`config.mk`:
```
export PLATFORM = sky130hd
export DESIGN_NAME = h264_sps_size_parser_unit
export DESIGN_NICKNAME = d
export VERILOG_FILES = /design/src/design/sps_pkg.sv /design/src/design/h264_sps_size_parser_unit.sv /design/src/design/sps_datapath.sv /design/src/design/sps_ctrl.sv
export VERILOG_INCLUDE_DIRS = /design/src /design/src/design
export SDC_FILE = /design/constraint.sdc
export NUM_CORES = 1
export LEC_CHECK = 0
export BUFFER_PORTS_ARGS = -buffer_cell sky130_fd_sc_hd__buf_2
export CAP_MARGIN = 15
export CORE_MARGIN = 3
export CORE_UTILIZATION = 45
export CTS_CLUSTER_SIZE = 10
export DETAILED_ROUTE_END_ITERATION = 12
export GPL_TIMING_DRIVEN = 0
export REMOVE_ABC_BUFFERS = 1
export SLEW_MARGIN = 20
export SYNTH_ARGS = -nofsm -noshare
export SYNTH_HDL_FRONTEND = slang
export SYNTH_HIERARCHICAL = 1
export SYNTH_SLANG_ARGS = --single-unit
```
`constraint.sdc`:
```
create_clock -name aclk -period 20.2 [get_ports aclk]
set_input_delay 4.04 -clock aclk [delete_from_list [all_inputs] [get_ports aclk]]
set_output_delay 4.04 -clock aclk [all_outputs]
set_load 0.005 [all_outputs]
```
`src/design/h264_sps_size_parser_unit_defines.svh`:
```
// Assertion macros for the sequence parameter set size parser.
// Included by the RTL files that carry assertions; depends on nothing.
`ifndef H264_SPS_SIZE_PARSER_UNIT_DEFINES_SVH
`define H264_SPS_SIZE_PARSER_UNIT_DEFINES_SVH
`ifndef SYNTHESIS
`define SPS_ASSERT_IMPL(label, clk, rstn, ante, cons) \
    label: assert property (@(posedge clk) disable iff (!rstn) (ante) |-> (cons)) \
        else $error("assertion failed");
`define SPS_ASSERT_NEXT(label, clk, rstn, ante, cons) \
    label: assert property (@(posedge clk) disable iff (!rstn) (ante) |=> (cons)) \
        else $error("assertion failed");
`else
`define SPS_ASSERT_IMPL(label, clk, rstn, ante, cons)
`define SPS_ASSERT_NEXT(label, clk, rstn, ante, cons)
`endif
`endif

```
`src/design/sps_pkg.sv`:
```
// Package for the sequence parameter set size parser: syntax steps,
// status codes, command and status structs. Depends on nothing.
`default_nettype none
package sps_pkg;
    localparam int MaxLeadingZeros = 31;
    localparam int DimBits = 16;
    localparam logic [15:0] DimMax = (DimBits >= 16) ? 16'hFFFF
                                     : 16'((32'd1 << DimBits) - 32'd1);

    typedef enum logic [5:0] {
        ST_HDR, ST_PROFILE, ST_FLAGS, ST_LEVEL, ST_ID, ST_CHROMA, ST_RCT, ST_BDL,
        ST_BDC, ST_BYPASS, ST_MATRIX, ST_LISTFLAG, ST_SCALE, ST_LOG2FN, ST_POCTYPE,
        ST_LOG2POC, ST_DZERO, ST_OFFNR, ST_OFFTB, ST_NCYCLE, ST_OFFREF, ST_NREF,
        ST_GAPS, ST_WIDTH, ST_HEIGHT, ST_FRAMEONLY, ST_MBAFF, ST_DIRECT,
        ST_CROPFLAG, ST_CL, ST_CR, ST_CT, ST_CB, ST_DONE
    } step_t;

    localparam logic [1:0] STATUS_OK    = 2'd0;
    localparam logic [1:0] STATUS_EARLY = 2'd1;
    localparam logic [1:0] STATUS_RANGE = 2'd2;

    // Fixed bit count of each step; zero marks an Exp-Golomb code.
    function automatic logic [3:0] step_bits(input step_t s);
        logic [3:0] r;
        begin
            case (s)
                ST_HDR, ST_PROFILE, ST_FLAGS, ST_LEVEL: r = 4'd8;
                ST_RCT, ST_BYPASS, ST_MATRIX, ST_LISTFLAG, ST_DZERO, ST_GAPS,
                ST_FRAMEONLY, ST_MBAFF, ST_DIRECT, ST_CROPFLAG: r = 4'd1;
                default: r = 4'd0;
            endcase
            return r;
        end
    endfunction

    typedef struct packed {
        logic load;   // take a new byte into the shifter
        logic shift;  // consume one bit
        logic finish; // clear the parser state for the next unit
    } cmd_t;

    typedef struct packed {
        logic busy;      // bits still to consume
        logic final_bit; // the next bit is the last one of the byte
        logic last_pend; // the byte being consumed is the last one
    } stat_t;

    typedef enum logic [2:0] {
        CT_IDLE = 3'b001,
        CT_BITS = 3'b010,
        CT_OUT  = 3'b100
    } ctrl_state_t;
endpackage
`default_nettype wire

```
`src/design/h264_sps_size_parser_unit.sv`:
```
// Sequence parameter set size parser, top level: streaming ports, result
// register, controller and datapath. Depends on sps_pkg, sps_ctrl, sps_datapath.
// Bytes are taken one at a time: a byte is loaded, then its eight bits are consumed
// before the next byte is accepted. A last byte's result is then handed off;
// while the result register is still full, the handoff and input wait.
// Reset (aresetn low, synchronous) returns to the header byte, clears m_tvalid.
`default_nettype none
module h264_sps_size_parser_unit (
    input  wire logic        aclk,
    input  wire logic        aresetn,
    input  wire logic        s_tvalid,
    output logic             s_tready,
    input  wire logic [7:0]  s_tdata,   // data_byte
    input  wire logic        s_tlast,   // last_byte
    output logic             m_tvalid,
    input  wire logic        m_tready,
    // pic_width, pic_height, profile_code, level_code, set_id, frames_only,
    // parse_status, from the lowest bit up
    output logic [55:0]      m_tdata
);
    sps_pkg::cmd_t  cmd;
    sps_pkg::stat_t stat;
    logic capture;
    logic [15:0] w, h;
    logic [7:0] prof, lev;
    logic [4:0] sid;
    logic fo;
    logic [1:0] st;
    logic [55:0] res_reg;

    // The controller accepts a byte, runs the bit loop for its eight bits and,
    // after the last bit of a last byte, moves on to the result handoff.
    // The handoff waits while the output register still holds an unsent result.
    sps_ctrl u_ctrl (
        .aclk(aclk), .aresetn(aresetn), .in_valid(s_tvalid), .in_ready(s_tready),
        .out_valid(m_tvalid), .out_ready(m_tready), .stat(stat), .cmd(cmd),
        .capture(capture)
    );

    sps_datapath u_dp (
        .aclk(aclk), .aresetn(aresetn), .cmd(cmd), .stat(stat),
        .in_byte(s_tdata), .in_last(s_tlast), .res_width(w), .res_height(h),
        .res_profile(prof), .res_level(lev), .res_id(sid), .res_frames(fo),
        .res_status(st)
    );

    // The result is taken from the final parser state in the same cycle in
    // which the datapath is told to clear it for the next unit.
    always_ff @(posedge aclk) begin
        if (capture) res_reg <= {st, fo, sid, lev, prof, h, w};
    end
    assign m_tdata = res_reg;
endmodule
`default_nettype wire

```
`src/design/sps_datapath.sv`:
```
// Datapath of the sequence parameter set size parser: bit shifter, syntax
// walker and the size computation. Depends on sps_pkg.
`default_nettype none
`include "h264_sps_size_parser_unit_defines.svh"
module sps_datapath (
    input  wire logic           aclk,
    input  wire logic           aresetn,
    input  wire sps_pkg::cmd_t  cmd,
    output sps_pkg::stat_t      stat,
    input  wire logic [7:0]     in_byte,
    input  wire logic           in_last,
    output logic [15:0]         res_width,
    output logic [15:0]         res_height,
    output logic [7:0]          res_profile,
    output logic [7:0]          res_level,
    output logic [4:0]          res_id,
    output logic                res_frames,
    output logic [1:0]          res_status
);
    logic [7:0]  byte_reg, byte_next;
    logic [3:0]  bits_reg, bits_next;
    logic        lastp_reg, lastp_next;
    sps_pkg::step_t step_reg, step_next;
    logic [4:0]  lzc_reg, lzc_next;
    logic [31:0] acc_reg, acc_next;
    logic [4:0]  suf_reg, suf_next;
    logic [3:0]  fix_reg, fix_next;
    logic [7:0]  prof_reg, prof_next, lev_reg, lev_next;
    logic [4:0]  id_reg, id_next;
    logic [1:0]  poc_reg, poc_next;
    logic [3:0]  lidx_reg, lidx_next;
    logic [7:0]  cnt_reg, cnt_next, last_reg, last_next, nsc_reg, nsc_next;
    logic [15:0] wmb_reg, wmb_next, hmu_reg, hmu_next;
    logic        fo_reg, fo_next;
    logic [16:0] ch_reg, ch_next, cv_reg, cv_next;
    logic        done_reg, done_next, err_reg, err_next;

    logic        bit_in, fin;
    logic [31:0] fv;
    logic [31:0] acc_sh;
    logic [31:0] acc_dec;
    logic [4:0]  lzc_dec, suf_dec;
    logic [3:0]  fix_dec;
    logic        err_dec;
    sps_pkg::step_t tgt;
    logic        tgt_en;
    logic [7:0]  delta, nx;
    logic [3:0]  lidx_inc;
    logic [17:0] csum;
    logic [7:0]  cnt_dec;

    assign bit_in = byte_reg[7];
    assign acc_sh = {acc_reg[30:0], bit_in};
    assign stat.busy = (bits_reg != 4'd0);
    assign stat.final_bit = (bits_reg == 4'd1);
    assign stat.last_pend = lastp_reg;

    // Bit-level decode: decides whether this bit ends a syntax element.
    always_comb begin
        fin = 1'b0;
        fv = 32'd0;
        acc_dec = acc_reg;
        lzc_dec = lzc_reg;
        suf_dec = suf_reg;
        fix_dec = fix_reg;
        err_dec = err_reg;
        if (step_reg != sps_pkg::ST_DONE) begin
            if (sps_pkg::step_bits(step_reg) != 4'd0) begin
                acc_dec = acc_sh;
                if (fix_reg != 4'd0) fix_dec = fix_reg - 4'd1;
                if (fix_reg <= 4'd1) begin
                    fin = 1'b1;
                    fv = acc_sh;
                end
            end else if (suf_reg != 5'd0) begin
                acc_dec = acc_sh;
                suf_dec = suf_reg - 5'd1;
                if (suf_reg == 5'd1) begin
                    fin = 1'b1;
                    fv = acc_sh - 32'd1;
                end
            end else if (bit_in) begin
                if (lzc_reg == 5'd0) begin
                    fin = 1'b1;
                end else begin
                    acc_dec = 32'd1;
                    suf_dec = lzc_reg;
                end
            end else if (32'(lzc_reg) >= sps_pkg::MaxLeadingZeros) begin
                err_dec = 1'b1;
                fin = 1'b1;
            end else begin
                lzc_dec = lzc_reg + 5'd1;
            end
        end
    end

    assign lidx_inc = lidx_reg + 4'd1;
    assign delta = fv[0] ? fv[8:1] + {7'd0, fv[0]} : 8'd0 - fv[8:1];
    assign nx = last_reg + delta;
    assign cnt_dec = cnt_reg - 8'd1;
    assign csum = {1'b0, (step_reg == sps_pkg::ST_CL || step_reg == sps_pkg::ST_CR)
                  ? ch_reg : cv_reg} + {1'b0, fv[16:0]};

    // Syntax walker: what a finished element does to the state.
    always_comb begin
        tgt = step_reg;
        tgt_en = 1'b0;
        err_next = err_dec;
        prof_next = prof_reg; lev_next = lev_reg; id_next = id_reg;
        poc_next = poc_reg; lidx_next = lidx_reg; cnt_next = cnt_reg;
        last_next = last_reg; nsc_next = nsc_reg; wmb_next = wmb_reg;
        hmu_next = hmu_reg; fo_next = fo_reg; ch_next = ch_reg; cv_next = cv_reg;
        done_next = done_reg;
        if (fin) begin
            tgt_en = 1'b1;
            case (step_reg)
                sps_pkg::ST_HDR: tgt = sps_pkg::ST_PROFILE;
                sps_pkg::ST_PROFILE: begin
                    prof_next = fv[7:0];
                    tgt = sps_pkg::ST_FLAGS;
                end
                sps_pkg::ST_FLAGS: tgt = sps_pkg::ST_LEVEL;
                sps_pkg::ST_LEVEL: begin
                    lev_next = fv[7:0];
                    tgt = sps_pkg::ST_ID;
                end
                sps_pkg::ST_ID: begin
                    id_next = (fv > 32'd31) ? 5'd31 : fv[4:0];
                    tgt = (prof_reg inside {8'd100, 8'd110, 8'd122, 8'd144})
                          ? sps_pkg::ST_CHROMA : sps_pkg::ST_LOG2FN;
                end
                sps_pkg::ST_CHROMA:
                    tgt = (fv == 32'd3) ? sps_pkg::ST_RCT : sps_pkg::ST_BDL;
                sps_pkg::ST_RCT: tgt = sps_pkg::ST_BDL;
                sps_pkg::ST_BDL: tgt = sps_pkg::ST_BDC;
                sps_pkg::ST_BDC: tgt = sps_pkg::ST_BYPASS;
                sps_pkg::ST_BYPASS: tgt = sps_pkg::ST_MATRIX;
                sps_pkg::ST_MATRIX: begin
                    lidx_next = 4'd0;
                    tgt = fv[0] ? sps_pkg::ST_LISTFLAG : sps_pkg::ST_LOG2FN;
                end
                sps_pkg::ST_LISTFLAG: begin
                    if (fv[0]) begin
                        cnt_next = (lidx_reg < 4'd6) ? 8'd16 : 8'd64;
                        last_next = 8'd8;
                        nsc_next = 8'd8;
                        tgt = sps_pkg::ST_SCALE;
                    end else begin
                        lidx_next = lidx_inc;
                        tgt = (lidx_inc >= 4'd8) ? sps_pkg::ST_LOG2FN
                                                 : sps_pkg::ST_LISTFLAG;
                    end
                end
                sps_pkg::ST_SCALE: begin
                    nsc_next = nx;
                    if (nx != 8'd0) last_next = nx;
                    cnt_next = cnt_dec;
                    if (cnt_dec == 8'd0 || nx == 8'd0) begin
                        lidx_next = lidx_inc;
                        tgt = (lidx_inc >= 4'd8) ? sps_pkg::ST_LOG2FN
                                                 : sps_pkg::ST_LISTFLAG;
                    end else begin
                        tgt = sps_pkg::ST_SCALE;
                    end
                end
                sps_pkg::ST_LOG2FN: tgt = sps_pkg::ST_POCTYPE;
                sps_pkg::ST_POCTYPE: begin
                    poc_next = (fv > 32'd3) ? 2'd3 : fv[1:0];
                    tgt = (poc_next == 2'd0) ? sps_pkg::ST_LOG2POC
                        : (poc_next == 2'd1) ? sps_pkg::ST_DZERO : sps_pkg::ST_NREF;
                end
                sps_pkg::ST_LOG2POC: tgt = sps_pkg::ST_NREF;
                sps_pkg::ST_DZERO: tgt = sps_pkg::ST_OFFNR;
                sps_pkg::ST_OFFNR: tgt = sps_pkg::ST_OFFTB;
                sps_pkg::ST_OFFTB: tgt = sps_pkg::ST_NCYCLE;
                sps_pkg::ST_NCYCLE: begin
                    if (fv > 32'd255) begin
                        cnt_next = 8'd255;
                        err_next = 1'b1;
                    end else begin
                        cnt_next = fv[7:0];
                    end
                    tgt = (fv == 32'd0) ? sps_pkg::ST_NREF : sps_pkg::ST_OFFREF;
                end
                sps_pkg::ST_OFFREF: begin
                    cnt_next = cnt_dec;
                    tgt = (cnt_dec == 8'd0) ? sps_pkg::ST_NREF : sps_pkg::ST_OFFREF;
                end
                sps_pkg::ST_NREF: tgt = sps_pkg::ST_GAPS;
                sps_pkg::ST_GAPS: tgt = sps_pkg::ST_WIDTH;
                sps_pkg::ST_WIDTH: begin
                    wmb_next = (fv >= 32'hFFFF) ? 16'hFFFF : fv[15:0] + 16'd1;
                    tgt = sps_pkg::ST_HEIGHT;
                end
                sps_pkg::ST_HEIGHT: begin
                    hmu_next = (fv >= 32'hFFFF) ? 16'hFFFF : fv[15:0] + 16'd1;
                    tgt = sps_pkg::ST_FRAMEONLY;
                end
                sps_pkg::ST_FRAMEONLY: begin
                    fo_next = fv[0];
                    tgt = fv[0] ? sps_pkg::ST_DIRECT : sps_pkg::ST_MBAFF;
                end
                sps_pkg::ST_MBAFF: tgt = sps_pkg::ST_DIRECT;
                sps_pkg::ST_DIRECT: tgt = sps_pkg::ST_CROPFLAG;
                sps_pkg::ST_CROPFLAG: begin
                    if (fv[0]) begin
                        tgt = sps_pkg::ST_CL;
                    end else begin
                        done_next = 1'b1;
                        tgt = sps_pkg::ST_DONE;
                    end
                end
                sps_pkg::ST_CL, sps_pkg::ST_CR: begin
                    ch_next = (fv > 32'h1FFFF || csum[17]) ? 17'h1FFFF : csum[16:0];
                    tgt = (step_reg == sps_pkg::ST_CL) ? sps_pkg::ST_CR
                                                       : sps_pkg::ST_CT;
                end
                sps_pkg::ST_CT: begin
                    cv_next = (fv > 32'h1FFFF || csum[17]) ? 17'h1FFFF : csum[16:0];
                    tgt = sps_pkg::ST_CB;
                end
                sps_pkg::ST_CB: begin
                    cv_next = (fv > 32'h1FFFF || csum[17]) ? 17'h1FFFF : csum[16:0];
                    done_next = 1'b1;
                    tgt = sps_pkg::ST_DONE;
                end
                default: tgt = sps_pkg::ST_DONE;
            endcase
        end
    end

    always_comb begin
        step_next = step_reg;
        fix_next = fix_dec;
        lzc_next = lzc_dec;
        acc_next = acc_dec;
        suf_next = suf_dec;
        if (tgt_en) begin
            step_next = tgt;
            fix_next = sps_pkg::step_bits(tgt);
            lzc_next = 5'd0;
            acc_next = 32'd0;
            suf_next = 5'd0;
        end
    end

    // Size computation on the final state; runs in the output cycle.
    logic [20:0] full_w, crop_w;
    logic [21:0] full_h, crop_h;
    logic [21:0] diff_w, diff_h;
    logic        e_w, e_h;
    always_comb begin
        full_w = {1'b0, wmb_reg, 4'd0};
        crop_w = {3'd0, ch_reg, 1'b0};
        full_h = fo_reg ? {2'd0, hmu_reg, 4'd0} : {1'd0, hmu_reg, 5'd0};
        crop_h = fo_reg ? {4'd0, cv_reg, 1'b0} : {3'd0, cv_reg, 2'b0};
        diff_w = {1'b0, full_w} - {1'b0, crop_w};
        diff_h = full_h - crop_h;
        e_w = 1'b0;
        e_h = 1'b0;
        res_width = 16'd0;
        res_height = 16'd0;
        if (done_reg) begin
            if ({1'b0, crop_w} > {1'b0, full_w}) begin
                e_w = 1'b1;
            end else if (diff_w > {6'd0, sps_pkg::DimMax}) begin
                e_w = 1'b1;
                res_width = sps_pkg::DimMax;
            end else begin
                res_width = diff_w[15:0];
            end
            if (crop_h > full_h) begin
                e_h = 1'b1;
            end else if (diff_h > {6'd0, sps_pkg::DimMax}) begin
                e_h = 1'b1;
                res_height = sps_pkg::DimMax;
            end else begin
                res_height = diff_h[15:0];
            end
        end
        res_status = !done_reg ? sps_pkg::STATUS_EARLY
                   : (err_reg || e_w || e_h) ? sps_pkg::STATUS_RANGE
                   : sps_pkg::STATUS_OK;
    end
    assign res_profile = prof_reg;
    assign res_level = lev_reg;
    assign res_id = id_reg;
    assign res_frames = fo_reg;

    always_comb begin
        byte_next = byte_reg;
        bits_next = bits_reg;
        lastp_next = lastp_reg;
        if (cmd.load) begin
            byte_next = in_byte;
            bits_next = 4'd8;
            lastp_next = in_last;
        end else if (cmd.shift) begin
            byte_next = {byte_reg[6:0], 1'b0};
            bits_next = bits_reg - 4'd1;
        end
    end

    always_ff @(posedge aclk) begin
        byte_reg <= byte_next;
        if (!aresetn) begin
            bits_reg <= 4'd0;
            lastp_reg <= 1'b0;
        end else begin
            bits_reg <= bits_next;
            lastp_reg <= lastp_next;
        end
        if (!aresetn || cmd.finish) begin
            step_reg <= sps_pkg::ST_HDR;
            fix_reg <= 4'd8;
            lzc_reg <= 5'd0; acc_reg <= 32'd0; suf_reg <= 5'd0;
            prof_reg <= 8'd0; lev_reg <= 8'd0; id_reg <= 5'd0; poc_reg <= 2'd0;
            lidx_reg <= 4'd0; cnt_reg <= 8'd0; last_reg <= 8'd8; nsc_reg <= 8'd8;
            wmb_reg <= 16'd0; hmu_reg <= 16'd0; fo_reg <= 1'b0;
            ch_reg <= 17'd0; cv_reg <= 17'd0; done_reg <= 1'b0; err_reg <= 1'b0;
        end else if (cmd.shift) begin
            step_reg <= step_next; fix_reg <= fix_next; lzc_reg <= lzc_next;
            acc_reg <= acc_next; suf_reg <= suf_next;
            prof_reg <= prof_next; lev_reg <= lev_next; id_reg <= id_next;
            poc_reg <= poc_next; lidx_reg <= lidx_next; cnt_reg <= cnt_next;
            last_reg <= last_next; nsc_reg <= nsc_next; wmb_reg <= wmb_next;
            hmu_reg <= hmu_next; fo_reg <= fo_next; ch_reg <= ch_next;
            cv_reg <= cv_next; done_reg <= done_next; err_reg <= err_next;
        end
    end

    `SPS_ASSERT_IMPL(a_done_step, aclk, aresetn, done_reg, step_reg == sps_pkg::ST_DONE)
    `SPS_ASSERT_IMPL(a_no_load_busy, aclk, aresetn, stat.busy, !cmd.load)
    `SPS_ASSERT_NEXT(a_finish_clears, aclk, aresetn, cmd.finish,
                     step_reg == sps_pkg::ST_HDR && !done_reg && !err_reg)
endmodule
`default_nettype wire

```
`src/design/sps_ctrl.sv`:
```
// Controller of the sequence parameter set size parser: byte intake,
// bit sequencing and result handoff. Depends on sps_pkg.
`default_nettype none
`include "h264_sps_size_parser_unit_defines.svh"
module sps_ctrl (
    input  wire logic            aclk,
    input  wire logic            aresetn,
    input  wire logic            in_valid,
    output logic                 in_ready,
    output logic                 out_valid,
    input  wire logic            out_ready,
    input  wire sps_pkg::stat_t  stat,
    output sps_pkg::cmd_t        cmd,
    output logic                 capture
);
    sps_pkg::ctrl_state_t state_reg, state_next;
    logic ov_reg, ov_next;

    always_comb begin
        state_next = state_reg;
        ov_next = ov_reg;
        cmd = '0;
        capture = 1'b0;
        in_ready = 1'b0;
        if (ov_reg && out_ready) ov_next = 1'b0;
        case (state_reg)
            sps_pkg::CT_IDLE: begin
                in_ready = 1'b1;
                if (in_valid) begin
                    cmd.load = 1'b1;
                    state_next = sps_pkg::CT_BITS;
                end
            end
            sps_pkg::CT_BITS: begin
                cmd.shift = 1'b1;
                // Leave the bit loop with the eighth bit of the byte.
                if (stat.final_bit) begin
                    state_next = stat.last_pend ? sps_pkg::CT_OUT : sps_pkg::CT_IDLE;
                end
            end
            sps_pkg::CT_OUT: begin
                if (!ov_reg || out_ready) begin
                    capture = 1'b1;
                    cmd.finish = 1'b1;
                    ov_next = 1'b1;
                    state_next = sps_pkg::CT_IDLE;
                end
            end
            default: state_next = sps_pkg::CT_IDLE;
        endcase
    end

    always_ff @(posedge aclk) begin
        if (!aresetn) begin
            state_reg <= sps_pkg::CT_IDLE;
            ov_reg <= 1'b0;
        end else begin
            state_reg <= state_next;
            ov_reg <= ov_next;
        end
    end
    assign out_valid = ov_reg;

    `SPS_ASSERT_IMPL(a_load_idle, aclk, aresetn, cmd.load,
                     state_reg == sps_pkg::CT_IDLE)
    `SPS_ASSERT_IMPL(a_capture_free, aclk, aresetn, capture, !ov_reg || out_ready)
    `SPS_ASSERT_IMPL(a_state_onehot, aclk, aresetn, 1'b1, $onehot(state_reg))
endmodule
`default_nettype wire

```
==> out/metrics.csv <==
metric,value,unit
htreeDepth,1,
hold_viol_final,0,
path_class,reg -> reg,
drtAntennaViolNets,0,
io_buffer_count,70,
r2r_cells,26,
setup_viol,0,
status,"finished, final reports clean",
post_cts_buffers,0,
start_util,45.82,%
ir_drop,0.05697,mV
syn_to_final_growth,11.51,%
max_freq,127.1,MHz
numCtsBuffers,28,
dp_hpwl,29060,um
hold_class,reg -> reg,
cts.sinks,236,
dieWidth,188.2,um
holdBufCountCts,0,
antenna_cells,0,
drive_above_1_share,12.27,%
ioPinCount,71,
grt_start_max_net_pins,53,
fp.dieH,188.2,um
avgSynthCellArea,8.340,um2
drc,0,
worstSetupStartpointType,flip-flop,
worst_pin_slew,1.182,ns
end_kind,flip-flop,
critPathArrivalTime,8.32,ns
cpMaxStageDelayCell,or4b_1,
p_leak,6.074,nW
min_path_cells,0,
die_area,35430,um2
maxSlewViolCount,0,
cts_tree,yes,
grt_pass1_vias,12680,
clk_latency,0.55,ns
core,32620,um2
cts.reportedPaths.clkPinSlew,0.06,ns
p_per_area,58.85,nW/um2
antenna_found_initial,1,
fillers,3064,
track_usage,21.98,%
layout_min_cycle_time,7.871,ns
place_congestion,0.8950,
vias,13230,
syn_area,14950,um2
firstDrtPassIters,6,
cts_root_buffer,clkbuf_16,
critical_path.max_stage_delay,0.63,ns
setup_tns,0,ns
postSynthCellCount,1792,
grt_pass1_wl,65710,um
drtIter0Drc,1014,
finClkSkew,0.01795,ns
critPathMaxFanout,19,
worstHoldEndpoint,m_tdata[40],
cts.path.max_buffers,3,
nets,1906,
rsz0062_at_grt,no,
viasPerCell,5.815,
slew_headroom,20.89,%
timing.rr.start,u_dp/suf_reg[0],
wl,39590,um
cap_violations,0,
wl_per_cell,17.40,um
r2r_setup_slack,12.33,ns
cts_resized,0,
min_from,u_dp/res_level[0],
required,20.65,ns
largest_reg_flops,56,
synth_warnings,6,
min_period_over_period,38.96,%
rows,66,
fin_util,51.09,%
overflow,0,
per-stage QoR:
step	power (mW)	cells	hold WS (ns)	instance area (um2)	setup slack, ns
floorplan	0.5174	1698	0.4076	14570	8.786
global placement	0.5260	2210	0.4158	15480	5.153
detailed placement	0.5290	2226	0.4207	15840	12.54
CTS	0.9959	2275	0.4386	16660	12.51
global route	1.015	2275	0.4469	16670	12.08
finish	0.9809	2275	0.4357	16670	12.33
worst max-delay path by stage:
stage	from	to	slack (ns)	cells after the start
2_1_floorplan	m_tready	flip-flop	8.79	5
3_3_place_gp	m_tready	flip-flop	5.15	6
3_5_place_dp	u_dp/suf_reg[0]	flip-flop	12.54	26
4_1_cts	u_dp/suf_reg[0]	flip-flop	12.51	26
5_1_grt	u_dp/suf_reg[0]	flip-flop	12.08	26
6_report	u_dp/suf_reg[0]	flip-flop	12.33	26
power by group:
group          internal (mW)  leakage (nW)  total (mW)  switching, mW
combinational         0.0109          3.71      0.0296         0.0186
clock                  0.270         0.391       0.462          0.192
sequential             0.487          1.98       0.489        0.00230
total                  0.768          6.07       0.981          0.213
cell usage in the layout, fill, tap and decap left out, types with 22 or more instances in the layout:
cell,instances
nor2_1,218
dfxtp_1,171
a21oi_1,170
nand2_1,148
o21ai_0,80
ha_1,77
buf_2,71
inv_1,68
edfxtp_1,64
nand3_1,64
nor3_1,55
mux2i_1,43
xnor2_1,39
mux2_2,39
a211oi_1,38
xor2_1,35
nand2b_1,32
clkbuf_16,28
a31oi_1,22
layer usage:
| metal | track usage [%] | part of all wire [%] | vias to the layer above | routed length (um) |
|---|---|---|---|---|
| met2 | 36.27 | 46 | 355 | 18030 |
| met1 | 30.50 | 47 | 6214 | 18510 |
| met3 | 3.088 | 5.3 | 74 | 2108 |
| met4 | 5.541 | 2.3 | 2 | 913 |
| li1 | - | - | 6583 | - |
| met5 | 0 | 0.043 | - | 17 |
layout make-up:
class,count,area (um2),area share (%)
Clock buffer,46,768.2,4.610
Tap cell,442,553.0,3.318
Timing Repair Buffer,86,580.6,3.483
Multi-Input combinational cell,1393,9087,54.53
Inverter,69,259.0,1.554
Sequential cell,236,5366,32.20
Clock inverter,3,51.30,0.3078
critical path: cells and delay by family (launching register included):
family          cells  cell delay [ns]
buf+inv             2             0.60
simple gates        9             3.12
xor+xnor            2             0.65
fa+ha+maj           4             1.30
compound gates      7             1.19
flops               1             0.39
mux                 2             0.51
No activity file was read; power rests on OpenSTA's default activity.
